## src/rtl/core/keypad_scan_pin_lock_unit_defines.svh

```systemverilog
// assertion macros for the keypad scanner with pin lock
// used by the top level and the pin entry module, no other dependencies
`ifndef KEYPAD_SCAN_PIN_LOCK_UNIT_DEFINES_SVH
`define KEYPAD_SCAN_PIN_LOCK_UNIT_DEFINES_SVH

// same-cycle implication
`define KSPL_ASSERT_IMP(lbl, clk, rst, ante, cons, msg) \
  lbl: assert property (@(posedge clk) disable iff (rst) (ante) |-> (cons)) \
    else $error(msg);

// next-cycle implication
`define KSPL_ASSERT_NXT(lbl, clk, rst, ante, cons, msg) \
  lbl: assert property (@(posedge clk) disable iff (rst) (ante) |=> (cons)) \
    else $error(msg);

`endif

```

## src/rtl/core/kspl_pkg.sv

```systemverilog
// types, constants and key decode for the keypad scanner with pin lock
// no dependencies
`default_nettype none

package kspl_pkg;

  localparam int unsigned PIN_W      = 27;
  localparam int unsigned LEN_W      = 4;
  localparam int unsigned DEB_W      = 20;
  localparam int unsigned APB_ADDR_W = 4;
  localparam int unsigned APB_DATA_W = 32;

  localparam logic [LEN_W-1:0] MAX_PIN_DIGITS = 4'd8;

  localparam logic [PIN_W-1:0] PIN_CODE_RST       = 27'd1234;
  localparam logic [LEN_W-1:0] PIN_LENGTH_RST     = 4'd4;
  localparam logic [DEB_W-1:0] DEBOUNCE_TICKS_RST = 20'd100000;

  localparam logic [1:0] REG_PIN_CODE       = 2'd0;
  localparam logic [1:0] REG_PIN_LENGTH     = 2'd1;
  localparam logic [1:0] REG_DEBOUNCE_TICKS = 2'd2;

  localparam logic [3:0] KEY_ENTER = 4'd10;
  localparam logic [3:0] KEY_CLEAR = 4'd11;
  localparam logic [3:0] KEY_NONE  = 4'd15;

  typedef enum logic [1:0] {
    PH_SCAN     = 2'd0,
    PH_DEBOUNCE = 2'd1,
    PH_HOLD     = 2'd2
  } kspl_phase_t;

  typedef struct packed {
    logic       fire;
    logic [3:0] code;
  } kspl_key_t;

  typedef struct packed {
    logic checked;
    logic match;
  } kspl_check_t;

  function automatic logic [1:0] lowest_col(input logic [3:0] cols);
    logic [1:0] c;
    if (cols[0]) begin
      c = 2'd0;
    end else if (cols[1]) begin
      c = 2'd1;
    end else if (cols[2]) begin
      c = 2'd2;
    end else begin
      c = 2'd3;
    end
    return c;
  endfunction

  function automatic logic [3:0] decode_key(input logic [1:0] row, input logic [1:0] col);
    logic [3:0] k;
    unique case ({row, col})
      4'b00_01: k = KEY_ENTER;
      4'b00_10: k = 4'd0;
      4'b00_11: k = KEY_CLEAR;
      4'b01_01: k = 4'd9;
      4'b01_10: k = 4'd8;
      4'b01_11: k = 4'd7;
      4'b10_01: k = 4'd6;
      4'b10_10: k = 4'd5;
      4'b10_11: k = 4'd4;
      4'b11_01: k = 4'd3;
      4'b11_10: k = 4'd2;
      4'b11_11: k = 4'd1;
      default:  k = KEY_NONE;
    endcase
    return k;
  endfunction

endpackage

`default_nettype wire

```

## src/rtl/core/kspl_pin_entry.sv

```systemverilog
// decimal pin entry: digit accumulation, clear and compare on enter
// depends on kspl_pkg and keypad_scan_pin_lock_unit_defines.svh
`default_nettype none
`include "keypad_scan_pin_lock_unit_defines.svh"

module kspl_pin_entry
  import kspl_pkg::*;
(
  input  wire logic             clk,
  input  wire logic             rst,
  input  wire kspl_key_t        key,
  input  wire logic [PIN_W-1:0] pin_code,
  input  wire logic [LEN_W-1:0] pin_length,
  output kspl_check_t           check
);

  logic [LEN_W-1:0] digit_count;
  logic [LEN_W-1:0] digit_count_next;
  logic [PIN_W-1:0] entered_value;
  logic [PIN_W-1:0] entered_value_next;
  logic [LEN_W-1:0] limit;
  logic [PIN_W-1:0] times_ten;

  assign limit     = (pin_length > MAX_PIN_DIGITS) ? MAX_PIN_DIGITS : pin_length;
  assign times_ten = {entered_value[PIN_W-4:0], 3'b000} + {entered_value[PIN_W-2:0], 1'b0};

  always_comb begin
    digit_count_next   = digit_count;
    entered_value_next = entered_value;
    check              = '0;
    if (key.fire) begin
      case (key.code)
        KEY_ENTER: begin
          check.checked      = 1'b1;
          check.match        = (entered_value == pin_code);
          digit_count_next   = '0;
          entered_value_next = '0;
        end
        KEY_CLEAR: begin
          digit_count_next   = '0;
          entered_value_next = '0;
        end
        default: begin
          if (digit_count < limit) begin
            digit_count_next   = digit_count + 4'd1;
            entered_value_next = times_ten + {{(PIN_W-4){1'b0}}, key.code};
          end else begin
            digit_count_next   = '0;
            entered_value_next = '0;
          end
        end
      endcase
    end
  end

  always_ff @(posedge clk) begin
    if (rst) begin
      digit_count   <= '0;
      entered_value <= '0;
    end else begin
      digit_count   <= digit_count_next;
      entered_value <= entered_value_next;
    end
  end

  `KSPL_ASSERT_IMP(a_count_bound, clk, rst, 1'b1, digit_count <= MAX_PIN_DIGITS, "digit count above limit")
  `KSPL_ASSERT_NXT(a_enter_clears, clk, rst, key.fire && key.code == KEY_ENTER, digit_count == '0 && entered_value == '0, "entry not cleared after enter")
  `KSPL_ASSERT_NXT(a_idle_holds, clk, rst, !key.fire, $stable(digit_count) && $stable(entered_value), "entry changed without a key")

endmodule

`default_nettype wire

```

## src/rtl/core/keypad_scan_pin_lock_unit.sv

```systemverilog
// keypad scanner with pin lock: usage
// each transfer on the input channel is one scan tick carrying column_levels,
// sampled while the row_drive of the previous result was applied (row 0 after
// reset). each tick yields exactly one result on the output channel: the row
// to drive next, a key release event with its code, and the pin check result.
// the result is registered, valid in the cycle after the input transfer; one
// tick is accepted every cycle, set by the single result register. when the
// receiver stalls, the result register holds and in_stall is raised only
// while a held result waits, so throughput drops to the receiver's rate.
// reset clears the scan to row 0, scanning phase, the pin entry to empty and
// loads pin_code 1234, pin_length 4, debounce_ticks 100000.
// registers through the apb port: pin_code at 0x0, pin_length at 0x4,
// debounce_ticks at 0x8; write only while no tick is in flight.
// depends on kspl_pkg, kspl_pin_entry and keypad_scan_pin_lock_unit_defines.svh
`default_nettype none
`include "keypad_scan_pin_lock_unit_defines.svh"

module keypad_scan_pin_lock_unit
  import kspl_pkg::*;
(
  input  wire logic                  clk,
  input  wire logic                  rst,
  input  wire logic                  psel,
  input  wire logic                  penable,
  input  wire logic                  pwrite,
  input  wire logic [APB_ADDR_W-1:0] paddr,
  input  wire logic [APB_DATA_W-1:0] pwdata,
  output logic [APB_DATA_W-1:0]      prdata,
  output logic                       pready,
  input  wire logic                  in_valid,
  output logic                       in_stall,
  input  wire logic [3:0]            column_levels,
  output logic                       out_valid,
  input  wire logic                  out_stall,
  output logic [3:0]                 row_drive,
  output logic                       key_event,
  output logic [3:0]                 key_code,
  output logic                       pin_checked,
  output logic                       pin_match
);

  logic [PIN_W-1:0] pin_code;
  logic [LEN_W-1:0] pin_length;
  logic [DEB_W-1:0] debounce_ticks;
  logic             cfg_write;

  kspl_phase_t      phase;
  kspl_phase_t      phase_next;
  logic [1:0]       scan_row;
  logic [1:0]       scan_row_next;
  logic [DEB_W-1:0] debounce_count;
  logic [DEB_W-1:0] debounce_count_next;
  logic [DEB_W-1:0] count_dec;
  logic [1:0]       held_column;
  logic [1:0]       held_column_next;
  logic [3:0]       held_key;
  logic [3:0]       held_key_next;
  logic             released;
  logic             in_fire;
  kspl_key_t        key;
  kspl_check_t      check;

  // configuration port
  assign pready    = 1'b1;
  assign cfg_write = psel && penable && pwrite && pready;

  always_ff @(posedge clk) begin
    if (rst) begin
      pin_code       <= PIN_CODE_RST;
      pin_length     <= PIN_LENGTH_RST;
      debounce_ticks <= DEBOUNCE_TICKS_RST;
    end else if (cfg_write) begin
      unique case (paddr[3:2])
        REG_PIN_CODE:       pin_code       <= pwdata[PIN_W-1:0];
        REG_PIN_LENGTH:     pin_length     <= pwdata[LEN_W-1:0];
        REG_DEBOUNCE_TICKS: debounce_ticks <= pwdata[DEB_W-1:0];
        default: ;
      endcase
    end
  end

  always_comb begin
    unique case (paddr[3:2])
      REG_PIN_CODE:       prdata = {{(APB_DATA_W-PIN_W){1'b0}}, pin_code};
      REG_PIN_LENGTH:     prdata = {{(APB_DATA_W-LEN_W){1'b0}}, pin_length};
      REG_DEBOUNCE_TICKS: prdata = {{(APB_DATA_W-DEB_W){1'b0}}, debounce_ticks};
      default:            prdata = '0;
    endcase
  end

  // handshake
  assign in_stall = out_valid && out_stall;
  assign in_fire  = in_valid && !in_stall;

  assign released  = !column_levels[held_column];
  assign count_dec = (debounce_count != '0) ? debounce_count - 20'd1 : '0;

  // next phase
  always_comb begin
    phase_next = phase;
    unique case (phase)
      PH_DEBOUNCE: begin
        if (count_dec == '0) phase_next = PH_HOLD;
      end
      PH_HOLD: begin
        if (released) phase_next = PH_SCAN;
      end
      default: begin
        if (column_levels != 4'd0) begin
          phase_next = (debounce_ticks == '0) ? PH_HOLD : PH_DEBOUNCE;
        end else begin
          phase_next = PH_SCAN;
        end
      end
    endcase
  end

  // per-phase datapath
  always_comb begin
    scan_row_next       = scan_row;
    debounce_count_next = debounce_count;
    held_column_next    = held_column;
    held_key_next       = held_key;
    key                 = '0;
    unique case (phase)
      PH_DEBOUNCE: begin
        debounce_count_next = count_dec;
      end
      PH_HOLD: begin
        if (released) begin
          key.fire      = in_fire && (held_key <= KEY_CLEAR);
          key.code      = (held_key <= KEY_CLEAR) ? held_key : 4'd0;
          held_key_next = KEY_NONE;
          scan_row_next = 2'd0;
        end
      end
      default: begin
        if (column_levels != 4'd0) begin
          held_column_next    = lowest_col(column_levels);
          held_key_next       = decode_key(scan_row, lowest_col(column_levels));
          debounce_count_next = debounce_ticks;
        end else begin
          scan_row_next = scan_row + 2'd1;
        end
      end
    endcase
  end

  always_ff @(posedge clk) begin
    if (rst) begin
      phase          <= PH_SCAN;
      scan_row       <= 2'd0;
      debounce_count <= '0;
      held_column    <= 2'd0;
      held_key       <= KEY_NONE;
    end else if (in_fire) begin
      phase          <= phase_next;
      scan_row       <= scan_row_next;
      debounce_count <= debounce_count_next;
      held_column    <= held_column_next;
      held_key       <= held_key_next;
    end
  end

  kspl_pin_entry u_entry (
    .clk        (clk),
    .rst        (rst),
    .key        (key),
    .pin_code   (pin_code),
    .pin_length (pin_length),
    .check      (check)
  );

  // result register
  always_ff @(posedge clk) begin
    if (rst) begin
      out_valid <= 1'b0;
    end else if (in_fire) begin
      out_valid <= 1'b1;
    end else if (!out_stall) begin
      out_valid <= 1'b0;
    end
  end

  always_ff @(posedge clk) begin
    if (in_fire) begin
      row_drive   <= 4'd1 << scan_row_next;
      key_event   <= key.fire;
      key_code    <= key.code;
      pin_checked <= check.checked;
      pin_match   <= check.match;
    end
  end

  `KSPL_ASSERT_IMP(a_debounce_nonzero, clk, rst, phase == PH_DEBOUNCE, debounce_count != '0, "debounce phase with zero count")
  `KSPL_ASSERT_IMP(a_event_code, clk, rst, out_valid && key_event, key_code <= KEY_CLEAR, "key event with unmapped code")
  `KSPL_ASSERT_NXT(a_release_rescan, clk, rst, in_fire && phase == PH_HOLD && released, phase == PH_SCAN && scan_row == 2'd0, "scan not restarted after release")

endmodule

`default_nettype wire

```

## config.mk

```make
export PLATFORM = sky130hd
export DESIGN_NAME = keypad_scan_pin_lock_unit
export DESIGN_NICKNAME = d
export VERILOG_FILES = /design/src/rtl/core/kspl_pkg.sv /design/src/rtl/core/kspl_pin_entry.sv /design/src/rtl/core/keypad_scan_pin_lock_unit.sv
export VERILOG_INCLUDE_DIRS = /design/src /design/src/rtl/core
export SDC_FILE = /design/constraint.sdc
export NUM_CORES = 1
export LEC_CHECK = 0
export BUFFER_PORTS_ARGS = -buffer_cell sky130_fd_sc_hd__buf_2
export CAP_MARGIN = 20
export CELL_PAD_IN_SITES_DETAIL_PLACEMENT = 0
export CELL_PAD_IN_SITES_GLOBAL_PLACEMENT = 2
export CORE_ASPECT_RATIO = 0.6
export CORE_MARGIN = 2
export CORE_UTILIZATION = 32
export DETAILED_ROUTE_END_ITERATION = 16
export PLACE_DENSITY_LB_ADDON = 0.1
export SLEW_MARGIN = 20
export SYNTH_ARGS = -nofsm -noshare
export SYNTH_HDL_FRONTEND = slang
export SYNTH_SLANG_ARGS = --single-unit
```

## constraint.sdc

```tcl
create_clock -name clk -period 4.09 [get_ports clk]
set_clock_uncertainty 0.15 [all_clocks]
set_input_delay 0.409 -clock clk [delete_from_list [all_inputs] [get_ports clk]]
set_output_delay 0.409 -clock clk [all_outputs]
set_load 0.02 [all_outputs]
```

==> results by stage <==
Job:
- The max-capacitance violation count is 0.

Status:
- The flow ran to the end, and the final reports show no timing, DRC or antenna violations.

Placement:
- The half-perimeter wire length after placement is 18.7 mm.
- The placed instance count is 1321.
- At the end of routability-driven placement, the weighted congestion stood at 0.785.
- In this run the cell area measured after placement is 8530 um^2.
- OpenSTA, run right after detailed placement, puts the worst setup slack at -0.335 ns.
- Port buffering added 79 buffers.

Finish:
- The share of layout cells above drive strength 1 is 15.9%.
- The synthesis-to-finish area growth is 18.4%.
- Counting the fill cells in the layout gives 2475.
- The final non-filler cell area is 9140 um^2.
- The number of nets at the end of the flow is 1133.
- The number of diodes is 0.
- For this run, the number of standard cells in the final layout without fillers is 1353.

Synthesis:
- The mapped cell area is 7720 um^2.
- The area share of the leading cell type in the synthesized netlist is 29.3%.
- By count the netlist is led by 148 x nand2_1, 113 x dfxtp_1, 98 x nor2_1, 71 x a21oi_1, 59 x ha_1.
- The synthesized instance count is 947.
- In the synthesized netlist the async set-or-reset flop fraction comes to 0%.
- For this run, the leading register cell type out of synthesis is dfxtp_1.
- The count of distinct cell types in the synthesized netlist is 71.
- The average instance in the mapped netlist occupies 8.15 um^2.
- After synthesis, the share of cell area in mux cells is 3.68%.
- The area fraction in compound gates after synthesis is 18.0%.
- By instance count, the leading cell after synthesis is nand2_1.
- Sequential elements use 33.6% of the synthesized area.
- The number of synthesized register bits is 124.
- Ranked by total cell area, the synthesized netlist is headed by dfxtp_1 29%, ha_1 9.6%, nand2_1 7.2%, xnor2_1 5.2%, nor2_1 4.8%.
- The share of the synthesized netlist area taken by xor and xnor gates is 6.70%.
- The Yosys step of the flow raised 0 warnings.
- The simple-gate area share of the yosys netlist is 23.4%.
- In this run, synthesis inferred 11 flip-flops with an integrated enable.
- Summed over all instances, the cell type with the most area after synthesis is dfxtp_1.
- The adder-cell area share of the yosys netlist is 10.1%.
- The combinational family with the most area after synthesis is simple AND/OR/NAND/NOR gates.

Worst setup path:
- The signal arrival time at the worst endpoint is 4.02 ns.
- The highest net fanout along the worst path is 3.
- The endpoint type of the worst setup path is a flop.
- The critical path goes through mux4_2 > nor4bb_4 > inv_1 > fa_1 > inv_1 > ha_1 > a21o_1 > nand4_1 > a21oi_1 > buf_4 > o21ai_2 > a21oi_2 > or3_1 > a32o_1.
- The biggest cell delay along the critical path is 0.55 ns.
- The start-to-end type of the worst setup path is reg2reg.
- The highest-delay cell along the critical path is mux4_2.
- STA classifies the critical path startpoint as a flop.
- Data on the critical path is required at its endpoint by 4.25 ns.
- The cell occurring most often along the worst timing path is inv_1.

STA:
- The worst-case headroom to the max-slew limit is 30.9%.
- Setup repair after global routing left no endpoint under its margin.
- The max-slew violation count is 0.
- The number of hold-slack violations in the final timing report came to 0.
- The final setup violation count is 0.
- The worst setup slack after layout is 0.235 ns.
- The highest clock rate is 0.259 GHz.
- The final cycle utilization of the critical path is 94.3%.
- For the pin with the worst max-slew slack, the measured transition is 1.04 ns.
- After layout, the minimum clock period comes to 3.86 ns.
- The final-layout setup total negative slack is 0 ns.
- The tightest hold path in the finished design has a slack of 0.0559 ns.

Pwr:
- Internal power comes to 2320 uW.
- The leakage power figure is 0.00392 uW.
- The analysis attributes to net switching a power of 935 uW.
- The maximum ir drop on the vdd rail is 222 uV.
- In this run, flip-flops and latches consume 40.6% of the power.
- In this run switching power makes up 28.8% of total power.
- The cell area power density is 356 nW/um^2.
- Combinational logic burns 15.6% of the power.
- The share of power burned in the clock network is 43.8%.

Floorplanning:
- The core region is 23400 um^2.
- The die covers 25400 um^2.
- 93 I/O pins were placed.
- From bottom edge to top edge, the die measures 124 um.
- The row count is 43.
- Once the floorplan was initialized, standard cells occupied 33.0% of the core.
- The die extent in x is 204 um.

Route:
- The total iterations of the first detailed-routing run is 4.
- The total number of vias is 7030.
- The DRC marker count from the first detailed-route iteration is 532.
- The total length of routed wires is 25.1 mm.
- The residual antenna-violating net count after detailed routing is 0.
- The wire length per cell is 18.5 um.
- In the routed layout, each cell is associated on average with a via count of 5.20.
- The DRC violation count after routing is 0.

Clock network:
- The later-pin clock latency in the skew report is 0.42 ns.
- Hold repair after CTS inserted 0 buffers.
- The H-tree was split into 4 levels.
- The clock passes through at most 2 buffers.
- In this run, CTS created clock tree buffers numbering 17.
- Clock-pin slew was measured on the worst setup and hold paths at 0.06 ns.
- CTS placed an instance of clkbuf_16 at the clock tree root.
- The number of sinks handled by clock tree synthesis is 124.
- The TritonCTS clock tree is built.

Global routing:
- The number of global-route vias before repair is 6548.
- After global routing the overflow that remains totals 0.
- The maximum number of pins on one net before global-route repair is 67.
- The initial antenna violation count is 1.
- The first global-routing pass estimated 39.7 mm of wire.
- The global-route usage over all layers is 20.3%.

Worst hold path:
- The type of the worst min-delay path is in2reg.
[final cells by class]
class / instances / area, um^2 / share of cell area (%)
timing repair buffer: 109 / 623 / 6.82
clock buffer: 25 / 475 / 5.20
multi-input combinational: 747 / 4890 / 53.5
sequential: 124 / 2590 / 28.4
inverter: 26 / 97.6 / 1.07
clock inverter: 7 / 65.1 / 0.712
tap: 315 / 394 / 4.31
[power groups by stage]
stage          Clock, uW  Combinational [uW]  Sequential [uW]
2_1_floorplan          0                 350             1330
3_3_place_gp           0                 506             1350
3_5_place_dp           0                 500             1350
4_1_cts             1460                 505             1320
5_1_grt             1520                 559             1330
6_report            1420                 506             1320
[timing repair]
item | CTS | global route
setup endpoints to repair | 5 | 6
resized for setup | 3 | 9
pin swaps | 4 | 2
buffers inserted | 0 | 0
hold endpoints to repair | 0 | 0
[through the flow]
stage	util, %	total power (uW)
finish	39.0	3250
CTS	38.8	3290
global route	39.0	3400
global placement	36.4	1850
detailed placement	36.4	1850
floorplan	-	1680
[worst paths after layout]
kind	cells past startpoint	slack, ns	start	to
max	14	0.23	held_column[1]$_SDFFE_PP0P_	u_entry.entered_value[21]$_SDFFE_PP0P_
min	2	0.06	pwdata[16]	debounce_ticks[16]$_SDFFE_PP1P_
min reg2reg	2	0.32	u_entry.entered_value[26]$_SDFFE_PP0P_	u_entry.entered_value[26]$_SDFFE_PP0P_
max reg2reg	14	0.23	held_column[1]$_SDFFE_PP0P_	u_entry.entered_value[21]$_SDFFE_PP0P_
[critical path, delay by kind of cell, from the launching register on]
kind | cells | cell delay [ns]
compound gates | 5 | 0.84
mux | 1 | 0.55
simple gates | 3 | 0.74
buf+inv | 3 | 0.31
flops | 1 | 0.34
fa+ha+maj | 2 | 0.83
[layer usage]
| layer | vias to the layer above | track usage [%] | part of all wire, % |
|---|---|---|---|
| met5 | - | 0 | 0 |
| met3 | 12 | 3.79 | 5.0 |
| met2 | 176 | 25.6 | 37 |
| met4 | 0 | 4.43 | 0.68 |
| met1 | 3337 | 33.7 | 57 |
| li1 | 3505 | - | - |
[state kept, by name, indices dropped and copies added, names as in the netlist]
register	count
pin_code	27
u_entry.entered_value	27
debounce_count	20
debounce_ticks	20
held_key	4
key_code	4
pin_length	4
row_drive	4
u_entry.digit_count	4
held_column	2
phase	2
scan_row	2
key_event	1
out_valid	1
pin_checked	1
pin_match	1
[cell families (layout without fill, tap and decap cells)]
family,Yosys count,in the layout
and+or+nand+nor,377,377
other,2,6
buffers and inverters,80,167
DFF,124,124
AOI/OAI and AO/OA,217,217
muxes,27,27
adders and majority gates,61,61
xor gates and xnor gates,59,59
[cell usage in the layout (no fill, tap or decap), types with 14 or more instances in the layout]
cell / Yosys / final
nor2_1: 98 / 97
nand2_1: 148 / 148
mux2i_1: 25 / 25
ha_1: 59 / 59
clkbuf_16: 0 / 17
a21oi_1: 71 / 69
nor3_1: 20 / 19
a22oi_1: 20 / 20
nand4_1: 14 / 14
buf_2: 2 / 78
dfxtp_1: 113 / 113
o21ai_1: 20 / 18
xnor2_1: 46 / 46
inv_1: 23 / 23
buf_4: 6 / 31
o21ai_0: 29 / 29
Power figures use the tool's default switching activity.
